## src/rtl/psd_pkg.sv

```systemverilog
package psd_pkg;

  localparam int unsigned MaxTerms = 1024;
  localparam int unsigned IdxW     = $clog2(MaxTerms);
  localparam int unsigned CntW     = $clog2(MaxTerms + 1);
  localparam int unsigned CoefW    = 30;
  localparam int unsigned TermW    = 10;
  localparam logic [CoefW-1:0] Prime  = 30'd1000000007;
  localparam logic [CoefW-1:0] PrimeM2 = 30'd1000000005;
  localparam int unsigned ExpW     = 30;

  // Shared multiplier operand width and Barrett constant floor(2^60 / Prime)
  localparam int unsigned MulW     = 32;
  localparam logic [MulW-1:0] BarrettMu = 32'd1152921496;

  typedef struct packed {
    logic [CoefW-1:0] num_coef;
    logic [CoefW-1:0] den_coef;
    logic             first;
  } req_t;

  typedef struct packed {
    logic [CoefW-1:0] quot_coef;
    logic [TermW-1:0] term_index;
    logic             lead_zero_error;
    logic             overflow;
  } rsp_t;

endpackage

```

## src/rtl/psd_modmul.sv

```systemverilog
// Sequential modular multiplier around one 32x32 multiplier: the 60-bit
// product, then a Barrett quotient estimate, then the remainder, then up to
// two corrective subtractions of the prime. Done pulses after the correction
// phase, with the result held on p_o until the next start.
module psd_modmul (
  input  logic                         clk_i,
  input  logic                         rst_ni,
  input  logic                         start_i,
  input  logic [psd_pkg::CoefW-1:0]    x_i,
  input  logic [psd_pkg::CoefW-1:0]    y_i,
  output logic                         done_o,
  output logic [psd_pkg::CoefW-1:0]    p_o
);
  import psd_pkg::*;

  localparam logic [1:0] PhIdle = 2'd0;
  localparam logic [1:0] PhEst  = 2'd1;
  localparam logic [1:0] PhRem  = 2'd2;
  localparam logic [1:0] PhFix  = 2'd3;

  logic [1:0]         ph_q, ph_d;
  logic               done_q, done_d;
  logic [2*CoefW-1:0] prod_q, prod_d;
  logic [CoefW:0]     est_q, est_d;
  logic [MulW-1:0]    rem_q, rem_d;
  logic [CoefW-1:0]   p_q, p_d;
  logic [MulW-1:0]    op_a, op_b;
  logic [2*MulW-1:0]  mul_w;
  logic [MulW-1:0]    fix1_w, fix2_w;

  // Select the operands of the shared multiplier by phase
  always_comb begin
    op_a = MulW'(x_i);
    op_b = MulW'(y_i);
    case (ph_q)
      PhEst: begin
        op_a = MulW'(prod_q[2*CoefW-1:CoefW-1]);
        op_b = BarrettMu;
      end
      PhRem: begin
        op_a = MulW'(est_q);
        op_b = MulW'(Prime);
      end
      default: ;
    endcase
  end

  assign mul_w = {{MulW{1'b0}}, op_a} * {{MulW{1'b0}}, op_b};

  // Remainder is below three primes; subtract the prime at most twice
  assign fix1_w = (rem_q >= MulW'(Prime)) ? rem_q - MulW'(Prime) : rem_q;
  assign fix2_w = (fix1_w >= MulW'(Prime)) ? fix1_w - MulW'(Prime) : fix1_w;

  // Advance product, estimate, remainder and correction
  always_comb begin
    ph_d   = ph_q;
    prod_d = prod_q;
    est_d  = est_q;
    rem_d  = rem_q;
    p_d    = p_q;
    done_d = 1'b0;
    case (ph_q)
      PhIdle: if (start_i) begin
        prod_d = mul_w[2*CoefW-1:0];
        ph_d   = PhEst;
      end
      PhEst: begin
        est_d = mul_w[2*CoefW+1:CoefW+1];
        ph_d  = PhRem;
      end
      PhRem: begin
        rem_d = prod_q[MulW-1:0] - mul_w[MulW-1:0];
        ph_d  = PhFix;
      end
      PhFix: begin
        p_d    = fix2_w[CoefW-1:0];
        done_d = 1'b1;
        ph_d   = PhIdle;
      end
      default: ph_d = PhIdle;
    endcase
  end

  always_ff @(posedge clk_i or negedge rst_ni) begin
    if (!rst_ni) begin
      ph_q   <= PhIdle;
      done_q <= 1'b0;
    end else begin
      ph_q   <= ph_d;
      done_q <= done_d;
    end
  end

  always_ff @(posedge clk_i) begin
    prod_q <= prod_d;
    est_q  <= est_d;
    rem_q  <= rem_d;
    p_q    <= p_d;
  end

  assign done_o = done_q;
  assign p_o    = p_q;
endmodule

```

## config.mk

```make
export PLATFORM = sky130hd
export DESIGN_NAME = psd_modmul
export DESIGN_NICKNAME = d
export VERILOG_FILES = /design/src/rtl/psd_pkg.sv /design/src/rtl/psd_modmul.sv
export SDC_FILE = /design/constraint.sdc
export NUM_CORES = 2
export LEC_CHECK = 0
export BUFFER_PORTS_ARGS = -buffer_cell sky130_fd_sc_hd__buf_2
export CORE_MARGIN = 5
export CORE_UTILIZATION = 55
export CTS_BUF_LIST = sky130_fd_sc_hd__clkbuf_8
export DETAILED_ROUTE_END_ITERATION = 6
export PLACE_DENSITY_LB_ADDON = 0.15
export SYNTH_ARGS = -nofsm -noshare
export SYNTH_HDL_FRONTEND = slang
export SYNTH_SLANG_ARGS = --single-unit
```

## constraint.sdc

```tcl
create_clock -name clk_i -period 16.7 [get_ports clk_i]
set_input_delay 3.34 -clock clk_i [delete_from_list [all_inputs] [get_ports clk_i]]
set_output_delay 3.34 -clock clk_i [all_outputs]
set_load 0.02 [all_outputs]
```

==> run_results.csv <==
group,metric,value,unit
run_status,status,"completed",
setup_path,cpLargestDelayFamily,"adder cells",
routing,viasPerCell,5.74,
setup_path,cpMostUsedCell,"fa_1",
timing,max_freq,76.7,MHz
setup_path,r2r_cells,40,
floorplan,die_area,76500,um2
setup_path,critPathSlowestCell,"a21oi_1",
timing,slew_headroom,15.9,%
clock_network,ctsResizeCount,0,
logic_synthesis,synthFlopType,"edfxtp_1",
timing,setup_ws,3.66,ns
setup_path,r2r-end,"rem_q[31]$_DFFE_PN_",
place,place_ws,3.27,ns
place,routabilityCongestion,1.00,
logic_synthesis,ys_warn_count,0,
routing,drc,0,
logic_synthesis,synth_cells,4242,
timing,layout_min_cycle_time,13.04,ns
floorplan,ios,94,
logic_synthesis,yosys.area.top_type_share,42.9,%
layout,layout-drive-gt1-share,6.26,%
timing,rsz0062_at_grt,"no",
setup_path,crit_start,"x_i[1]",
setup_path,start_kind,"primary input",
setup_path,worst-r2r-setup-slack,4.68,ns
layout,area_growth,5.07,%
logic_synthesis,yosysTopAreaCell,"fa_1",
setup_path,cp.required,16.92,ns
layout,fillers,6336,
global_route,grt.overflow.total,0,
routing,totalWireLength,119,mm
logic_synthesis,synth_edf_count,153,
timing,fin_skew,0.0180,ns
global_route,grt_pass1_wl,184,mm
floorplan,die-height,277,um
logic_synthesis,ys_top_cells_by_area,"fa_1, edfxtp_1, ha_1",
global_route,antenna_found_initial,3,
layout,layout.cells.most_common_list,"inv_1, fa_1, nand2_1",
setup_path,r2r_start,"ph_q[0]$_DFFE_PN0P_",
clock_network,post-cts-setup-buffer-count,0,
routing,wl_per_cell,22.9,um
floorplan,start_util,55.7,%
logic_synthesis,ys_ff_latch,156,
run,cap_violations,0,
logic_synthesis,synth-seq-area-share,11.9,%
timing,tns,0,ns
place,dpl_cell_area,40700,um2
floorplan,die_w,277,um
global_route,grt_max_degree,63,
place,io_buffers,93,
routing,vias,29900,
logic_synthesis,avgSynthCellArea,9.22,um2
clock_network,cts_buffers,17,
setup_path,worst_ep_arrival_time,13.26,ns
place,dpl.hpwl,100,mm
global_route,first_global_vias,31100,
routing,postRouteAntennaNets,0,
layout,final_common_cell,"inv_1",
clock_network,clock-sinks,156,
routing,drtPass1Iterations,6,
setup_path,crit_path_end_kind,"register",
clock_network,cts_root_buf,"clkbuf_8",
logic_synthesis,async_flop_share,1.92,%
logic_synthesis,synth_area,39100,um2
global_route,gr-usage-all-layers,31.3,%
layout,fin_cells,5207,
setup_path,path_max_fanout,9,
timing,final_max_slew_viol_count,0,
timing,hold_viol_final,0,
floorplan,num_rows,97,
place,placedCellCount,5175,
logic_synthesis,synthDistinctLibCells,88,
timing,worst_pin_slew,1.26,ns
setup_path,critical_path_class,"primary input to register",
setup_path,crit_cells,35,
clock_network,cts_hold_buf,0,
setup_path,path_buf_inv,3,
setup_path,max_stage_delay,0.80,ns
clock_network,cts_tree,"yes",
clock_network,clockBufferDepth,2,
floorplan,coreArea,70300,um2
clock_network,cts_htree_levels,4,
layout,final_area,41100,um2
layout,nNetsFinal,5437,
routing,first_iter_violations,2403,
hold_path,hp-class,"register to register",
clock_network,clk_latency,0.47,ns
setup_path,cp-endpoint,"rem_q[31]$_DFFE_PN_",
timing,setup_viol,0,
clock_network,path_clk_slew,0.09,ns
timing,period_share,78.1,%
[cells in the mapped netlist (6+ instances only)]
master	instances
a211oi_1	14
a21o_1	88
a21oi_1	129
a22oi_1	33
a31oi_1	18
and2_1	124
and3_1	20
buf_1	8
clkbuf_1	165
edfxtp_1	153
fa_1	838
ha_1	282
inv_1	840
mux2i_1	7
nand2_1	665
nand2b_1	11
nand3_1	27
nand4_1	11
nor2_1	371
nor2b_1	18
nor3_1	21
nor4_1	6
o21a_1	19
o21ai_0	46
o21ai_1	12
o21bai_1	22
or2_2	14
or3_1	8
xnor2_1	103
xor2_1	43
[per-layer routing]
metal  global-route usage, %  vias to the layer above  share of wire (%)
li1                        -                    13000                  -
met1                    41.9                    15100                 39
met2                    48.5                     1485                 44
met3                    7.83                      345                 10
met4                    14.7                        4                6.4
met5                       0                        -              0.025
[cells by family (layout without fill, tap and decap cells)]
logic type	Yosys count	count (layout)	share of synthesized area (%)
xor+xnor	146	146	3.27
fa+ha+maj	1126	1126	52.1
simple gates	1318	1318	14.5
mux	9	9	0.237
other cells	2	7	0.0192
buf+inv	1024	1044	9.91
flops	156	156	11.9
compound gates	461	461	8.08
[registers in the layout, indices dropped and copies added (netlist names)]
signal,flops
done_o,1
est_q,31
p_o,30
ph_q,2
prod_q,60
rem_q,32
[how the worst min path moves through the flow]
stage                                      to                  from  cells after the start
after CTS                 rem_q[21]$_DFFE_PN_  prod_q[21]$_DFFE_PP_                      1
after detailed placement  rem_q[21]$_DFFE_PN_  prod_q[21]$_DFFE_PP_                      1
final                     rem_q[21]$_DFFE_PN_  prod_q[21]$_DFFE_PP_                      1
after global placement    rem_q[21]$_DFFE_PN_  prod_q[21]$_DFFE_PP_                      1
after global routing      rem_q[21]$_DFFE_PN_  prod_q[21]$_DFFE_PP_                      1
after floorplan           rem_q[21]$_DFFE_PN_  prod_q[21]$_DFFE_PP_                      1
[final cells by class]
class | count | area (um2) | area share (%)
Inverter | 840 | 3150 | 7.67
Sequential cell | 156 | 4670 | 11.4
Multi-Input combinational cell | 3066 | 30700 | 74.6
Clock inverter | 14 | 123 | 0.298
Timing Repair Buffer | 173 | 1070 | 2.59
Clock buffer | 17 | 234 | 0.569
Tap cell | 940 | 1180 | 2.86
Antenna cell | 1 | 2.50 | 0.00609
[through the flow]
step           hold slack, ns  utilization, %
5_1_grt                 0.626            58.5
3_5_place_dp            0.570            58.0
2_1_floorplan           0.550               -
6_report                0.601            58.5
4_1_cts                 0.601            58.5
3_3_place_gp            0.568            58.0
Power is not shown: default switching activity piles up to over one toggle a cycle in this logic, so the estimate is an artifact.
